==> src/hdl/bic_pkg.sv <==
// ----------------------------------------------------------------------------
// bic_pkg: types and constants of the box IoU cost unit
// Request layouts for both channels and the fixed Q1.16 constants.
// ----------------------------------------------------------------------------
package bic_pkg;

	localparam int unsigned RatioW = 17;
	localparam int unsigned DivSteps = 17;

	localparam logic [RatioW-1:0] Q16_ONE = 17'd65536;
	localparam logic [RatioW-1:0] COST_GATED = 17'h1FFFF;

	typedef struct packed {
		logic signed [15:0] track_x;
		logic signed [15:0] track_y;
		logic [14:0] track_w;
		logic [14:0] track_h;
		logic signed [15:0] cand_x;
		logic signed [15:0] cand_y;
		logic [14:0] cand_w;
		logic [14:0] cand_h;
		logic track_gated;
	} box_in_t;

	typedef struct packed {
		logic [RatioW-1:0] overlap_ratio;
		logic [RatioW-1:0] match_cost;
		logic gated_flag;
	} box_out_t;

endpackage

==> src/hdl/box_iou_cost_unit.sv <==
// ----------------------------------------------------------------------------
// box_iou_cost_unit: intersection-over-union matching cost of one box pair
// Each request pairs a track box and a candidate box; the block returns IoU in
// Q1.16, the cost 1.0 - IoU (all ones for a gated track) and a gated flag. Fully pipelined.
// ----------------------------------------------------------------------------
// Usage:
// A request is taken on the input channel when in_valid and in_ready are both
// high; its result appears on the output channel and is taken when out_valid
// and out_ready are both high. Results leave in request order, one per request.
// Results pass through 21 register stages from acceptance to out_valid:
// one stage for the overlap extents, one for the three 15 by 15 area products,
// one for the union, 17 for the restoring divider (one quotient bit a stage) and
// the output register.
// Throughput is one request per cycle while out_ready is high; the divider chain sets the depth.
// Every stage has its own valid bit and holds only while the stage behind it is
// full and held, so bubbles close up while the receiver stalls and in_ready
// drops only once the whole pipeline is full. A stall loses and repeats nothing.
// Reset clears all valid bits; no result is pending after reset.
// ----------------------------------------------------------------------------
module box_iou_cost_unit (
	input  logic             clk,
	input  logic             arst_n,
	input  logic             in_valid,
	output logic             in_ready,
	input  bic_pkg::box_in_t  in_data,
	output logic             out_valid,
	input  logic             out_ready,
	output bic_pkg::box_out_t out_data
);
	import bic_pkg::*;

	localparam int unsigned NumStages = DivSteps + 4;
	localparam int unsigned DivBase = 3;

	typedef struct packed {
		logic [14:0] dx;
		logic [14:0] dy;
		logic [14:0] tw;
		logic [14:0] th;
		logic [14:0] cw;
		logic [14:0] ch;
		logic gated;
	} ext_t;

	typedef struct packed {
		logic [29:0] inter;
		logic [29:0] area_t;
		logic [29:0] area_c;
		logic gated;
	} area_t;

	typedef struct packed {
		logic [29:0] inter;
		logic [30:0] uni;
		logic zero;
		logic gated;
	} uni_t;

	typedef struct packed {
		logic [30:0] rem;
		logic [30:0] dvs;
		logic [RatioW-1:0] quo;
		logic zero;
		logic gated;
	} div_t;

	logic [NumStages-1:0] vld;
	logic [NumStages:0] en;

	ext_t ext_d, ext_s1;
	area_t area_s2;
	uni_t uni_s3;
	div_t div_d [DivSteps];
	div_t div_s4 [DivSteps];   // entry k is pipeline stage 4 + k
	box_out_t res_d, res_s21;

	// A stage may load when it is empty or when the stage behind it moves.
	assign en[NumStages] = out_ready;
	genvar gk;
	generate
		for (gk = 0; gk < NumStages; gk++) begin : g_en
			assign en[gk] = !vld[gk] || en[gk+1];
		end
	endgenerate

	assign in_ready = en[0];
	assign out_valid = vld[NumStages-1];
	assign out_data = res_s21;

	always_ff @(posedge clk or negedge arst_n) begin
		if (!arst_n) begin
			vld <= '0;
		end else begin
			if (en[0]) begin
				vld[0] <= in_valid;
			end
			for (int k = 1; k < NumStages; k++) begin
				if (en[k]) begin
					vld[k] <= vld[k-1];
				end
			end
		end
	end

	// Stage 1: overlap extents, clipped to zero.
	always_comb begin
		logic signed [16:0] t_r, c_r, hi_x, t_b, c_b, hi_y;
		logic signed [15:0] lo_x, lo_y;
		logic signed [17:0] d_x, d_y;
		t_r = 17'(in_data.track_x) + $signed({2'b00, in_data.track_w});
		c_r = 17'(in_data.cand_x) + $signed({2'b00, in_data.cand_w});
		t_b = 17'(in_data.track_y) + $signed({2'b00, in_data.track_h});
		c_b = 17'(in_data.cand_y) + $signed({2'b00, in_data.cand_h});
		hi_x = (t_r < c_r) ? t_r : c_r;
		hi_y = (t_b < c_b) ? t_b : c_b;
		lo_x = (in_data.track_x > in_data.cand_x) ? in_data.track_x : in_data.cand_x;
		lo_y = (in_data.track_y > in_data.cand_y) ? in_data.track_y : in_data.cand_y;
		d_x = 18'(hi_x) - 18'(lo_x);
		d_y = 18'(hi_y) - 18'(lo_y);
		// An extent never exceeds the narrower box, so 15 bits hold it.
		ext_d.dx = (d_x > 18'sd0) ? d_x[14:0] : 15'd0;
		ext_d.dy = (d_y > 18'sd0) ? d_y[14:0] : 15'd0;
		ext_d.tw = in_data.track_w;
		ext_d.th = in_data.track_h;
		ext_d.cw = in_data.cand_w;
		ext_d.ch = in_data.cand_h;
		ext_d.gated = in_data.track_gated;
	end

	always_ff @(posedge clk) begin
		if (en[0]) begin
			ext_s1 <= ext_d;
		end
	end

	// Stage 2: intersection and box areas.
	always_ff @(posedge clk) begin
		if (en[1]) begin
			area_s2.inter <= 30'(ext_s1.dx) * 30'(ext_s1.dy);
			area_s2.area_t <= 30'(ext_s1.tw) * 30'(ext_s1.th);
			area_s2.area_c <= 30'(ext_s1.cw) * 30'(ext_s1.ch);
			area_s2.gated <= ext_s1.gated;
		end
	end

	// Stage 3: union.
	always_ff @(posedge clk) begin
		logic [30:0] uni;
		if (en[2]) begin
			uni = 31'(area_s2.area_t) + 31'(area_s2.area_c) - 31'(area_s2.inter);
			uni_s3.inter <= area_s2.inter;
			uni_s3.uni <= uni;
			uni_s3.zero <= (uni == 31'd0);
			uni_s3.gated <= area_s2.gated;
		end
	end

	// Divider, first stage: the intersection never exceeds the union, so the
	// integer quotient bit is a single compare without a shift.
	always_comb begin
		logic bit0;
		bit0 = (31'(uni_s3.inter) >= uni_s3.uni);
		div_d[0].rem = bit0 ? (31'(uni_s3.inter) - uni_s3.uni) : 31'(uni_s3.inter);
		div_d[0].dvs = uni_s3.uni;
		div_d[0].quo = {{(RatioW-1){1'b0}}, bit0};
		div_d[0].zero = uni_s3.zero;
		div_d[0].gated = uni_s3.gated;
	end

	// Remaining stages: one fraction bit each; the remainder stays below the
	// divisor, so its double fits in 32 bits.
	generate
		for (gk = 1; gk < DivSteps; gk++) begin : g_div
			always_comb begin
				logic [31:0] r2;
				logic qb;
				r2 = {div_s4[gk-1].rem, 1'b0};
				qb = (r2 >= {1'b0, div_s4[gk-1].dvs});
				div_d[gk].rem = qb ? 31'(r2 - {1'b0, div_s4[gk-1].dvs}) : r2[30:0];
				div_d[gk].dvs = div_s4[gk-1].dvs;
				div_d[gk].quo = {div_s4[gk-1].quo[RatioW-2:0], qb};
				div_d[gk].zero = div_s4[gk-1].zero;
				div_d[gk].gated = div_s4[gk-1].gated;
			end
		end
	endgenerate

	always_ff @(posedge clk) begin
		for (int k = 0; k < DivSteps; k++) begin
			if (en[DivBase+k]) begin
				div_s4[k] <= div_d[k];
			end
		end
	end

	// Output stage: zero union and gated tracks override the quotient.
	always_comb begin
		div_t last;
		last = div_s4[DivSteps-1];
		res_d.overlap_ratio = (last.gated || last.zero) ? '0 : last.quo;
		res_d.match_cost = last.gated ? COST_GATED : (Q16_ONE - res_d.overlap_ratio);
		res_d.gated_flag = last.gated;
	end

	always_ff @(posedge clk) begin
		if (en[NumStages-1]) begin
			res_s21 <= res_d;
		end
	end

endmodule

==> config.mk <==
export PLATFORM = sky130hd
export DESIGN_NAME = box_iou_cost_unit
export DESIGN_NICKNAME = d
export VERILOG_FILES = /design/src/hdl/bic_pkg.sv /design/src/hdl/box_iou_cost_unit.sv
export SDC_FILE = /design/constraint.sdc
export NUM_CORES = 2
export LEC_CHECK = 0
export BUFFER_PORTS_ARGS = -buffer_cell sky130_fd_sc_hd__buf_2
export CAP_MARGIN = 20
export CORE_UTILIZATION = 40
export CTS_BUF_LIST = sky130_fd_sc_hd__clkbuf_4 sky130_fd_sc_hd__clkbuf_8 sky130_fd_sc_hd__clkbuf_16
export DETAILED_ROUTE_END_ITERATION = 6
export GPL_TIMING_DRIVEN = 0
export PLACE_DENSITY = 0.62
export SLEW_MARGIN = 20
export SYNTH_ARGS = -nofsm -noshare
export SYNTH_HDL_FRONTEND = slang
export SYNTH_SLANG_ARGS = --single-unit
==> constraint.sdc <==
create_clock -name clk -period 15.1 [get_ports clk]
set_input_delay 3.02 -clock clk [delete_from_list [all_inputs] [get_ports clk]]
set_output_delay 3.02 -clock clk [all_outputs]
set_load 0.05 [all_outputs]
==> run metrics <==
CP arrival 8.91 ns; Worst Setup Path Type primary input to output port; Longest Clk Path Bufs 3; Crit. End Element output port; vias 74988; Via density 5.296; Hold Vio Cnt, Final 0; status finished clean; IO Pins 166; worst hold path type flip-flop to flip-flop; most used cell, CP buf_6; Clock Skew 0.05466 ns; FF-to-FF Start ext_s1[23]; Worst Reg2Reg Path Length in Cells 23; worst path buffer plus inverter count 6; grt met1 use 0.2548; register bit count reported by yosys 1480; register area share after synthesis 0.4142; vias in the first global route 76855; Post-CTS Setup Bufs 0; Synth Cell Area 107000 um^2; total of max-cap violations 0; share of layout cells above drive strength 1 0.07017; Die Width 519.3 um; initial antenna violation count 12; Gate Count Post-Synth 10107; Hold Startpoint div_s4[0][409]; critical path cell sequence buf_2 > nor2b_1 > nand2_1 > nor2_1 > and2_1 > inv_4 > nor3_1 > nand3_4 > nor2_1 > nand4_1 > buf_6 > buf_6 > buf_6 > buf_2; hold path cells 0; gr busiest metal met2; type of origin of the critical path primary input; met3 usage 0.02491; slew margin rel. 0.2519; Detailed Place HPWL 221.4 mm; Total GRT Usage 0.2019; final setup fails 0; Syn. warnings 0; slowest stage cell, crit path nor3_1; Syn Area/Cell 10.59 um^2; CTS tree done; Routability Congestion 0.9526; number of DRC markers in iteration 0 4989; post-synth top area share 0.4093; r2r setup slk 7.23 ns; Layout area overhead 11.23%; Clock Tree Root clkbuf_16; first drt pass iteration count 6; DIE HEIGHT 519.3 um; largest net degree at the start of global routing 67; reg-to-reg endpoint area_s2[29]; RSZ-0062 raised after global routing no; DR WL/cell 19.24 um; delay-heaviest family, CP simple AND/OR/NAND/NOR gates; Period Utilization, post-route 0.7902; H-tree depth 4; first-pass GRT wire length 428.6 mm; share of flip-flops with an asynchronous set or reset 0.01419; cts repair resizes 0; number of flops mapped to enable cells by yosys 1459; Starting Density 0.4031; PortBufs 165; Fmax 0.08381 GHz; row count 189; post-synth cell types 90; Clk Latency, worst-skew pair 0.82 ns; syn nets 11784; Final #Nets 12155; area of the multi-input gates 56730 um^2; CTS Hold Buffers Added 0; Slew Viols, Final 0; Core ar. 265600 um^2; Finished Cell Area 119100 um^2; Fill cells 24556; main area contributors after synthesis edfxtp_1 41%, ha_1 12%, fa_1 10%, inv_1 4.9%, a21oi_1 3.3%; Final Critical Period 11.93 ns; worst endpoint required time 12.08 ns; WL final 272.5 mm; Max stage delay on crit path 0.97 ns; Worst-Margin Slew 1.114 ns; Post-route DRC 0; Die Area 269700 um^2; placed instance area 113100 um^2; post-synth top area cell edfxtp_1; Hold Path Sink div_s4[0][491]; grt ovf 0; Top FF cell, synth edfxtp_1; FF/Latch Area 44340 um^2; clk sinks 1480; CP Max Fanout 31; Post-DRT Antenna Nets 0; TritonCTS Buffers 166; Clock transition at path regs 0.06 ns; GRT met2 Usage 0.3501
==> stage by stage <==
stage	util	setup TNS (ns)	worst slack, ns	hold slack [ns]	instances
2_1_floorplan	-	0	1.132	0.4003	10107
3_3_place_gp	0.4228	-142.65	-4.120	0.4005	13805
3_5_place_dp	0.4259	0	3.080	0.4045	13843
4_1_cts	0.4482	0	3.077	0.3981	14150
5_1_grt	0.4483	0	2.704	0.4047	14156
6_report	0.4483	0	3.168	0.4013	14159
==> kinds of logic after synthesis <==
family / Yosys count / share of synthesized area
simple gates: 2566 / 0.1158
compound gates: 2049 / 0.1194
fa+ha+maj: 1550 / 0.2199
buf+inv: 1625 / 0.05705
mux: 249 / 0.02533
xor+xnor: 588 / 0.04829
flops: 1480 / 0.4142
==> Yosys cell counts, drive strengths merged, types with 12 or more instances <==
master	n
mux2i	74
a311oi	15
nor4	37
and4	17
nand3	154
o41ai	22
ha	995
o21a	90
a2111oi	14
or3	43
nor2	530
a21o	255
o2111ai	15
edfxtp	1459
xor2	210
o31ai	42
nand2b	110
a41o	15
clkbuf	213
o21bai	91
o21ai	455
and2	328
a31o	13
a211o	21
nand2	850
mux2	175
and3	65
or4	13
a31oi	53
a221o	13
xnor2	378
or2	42
fa	553
o211ai	39
nor3	144
dfrtp	21
o22ai	14
buf	16
inv	1396
nand3b	12
nand4	77
a21boi	26
nor2b	115
a21oi	710
a211oi	63
==> sequential cells by signal, indices dropped and copies added (netlist names) <==
signal    count
div_s4     1179
area_s2      91
ext_s1       91
out_data     35
div_d        33
uni_s3       30
vld          21
==> how the worst max path moves through the flow <==
stage                   start       end  slack [ns]  cells past startpoint
floorplan           out_ready  in_ready        1.13                      9
global placement    out_ready  in_ready       -4.12                     11
detailed placement  out_ready  in_ready        3.08                     14
CTS                 out_ready  in_ready        3.08                     14
global route        out_ready  in_ready        2.70                     14
finish              out_ready  in_ready        3.17                     14
==> placed cells by master (no fill, tap or decap), types with 42 or more instances in the layout <==
cell type / n
edfxtp_1: 1459
inv_1: 1390
ha_1: 995
nand2_1: 844
a21oi_1: 709
fa_1: 553
nor2_1: 529
o21ai_0: 439
xnor2_1: 377
and2_1: 328
a21o_1: 255
clkbuf_1: 213
xor2_1: 210
buf_2: 171
clkbuf_16: 166
mux2_2: 156
nand3_1: 150
nor3_1: 144
nor2b_1: 115
nand2b_1: 109
o21bai_1: 91
o21a_1: 90
nand4_1: 77
mux2i_1: 74
and3_1: 65
a211oi_1: 62
a31oi_1: 51
or3_1: 42
or2_2: 42
o31ai_1: 42
==> cell type report <==
class | count | area share
flip-flops and latches | 1480 | 0.3724
repair buffers | 203 | 0.01268
clock inverters | 103 | 0.01230
inverters | 1396 | 0.04414
well taps | 3533 | 0.03713
clock buffers | 204 | 0.03744
diodes | 9 | 0.0001892
multi-input cells | 7002 | 0.4764
plain buffers | 229 | 0.007283
==> worst reg2reg max path, delay by kind of cell, from the launching register on <==
family                   cells  cell delay, ns
buffers and inverters        4            0.74
AND/OR/NAND/NOR              4            0.89
AO/OA/AOI/OAI                7            1.90
XOR/XNOR                     1            0.22
adder cells (fa/ha/maj)      7            3.39
flip-flops                   1            0.53
==> routing by layer <==
metal,share of wire,vias up
li1,-,35996
met1,0.43,36533
met2,0.49,1940
met3,0.046,515
met4,0.041,4
met5,0.000088,-
Power is left out: the tool's default activity adds up to more than one toggle a clock period on the data nets, which glitch-free logic cannot reach.
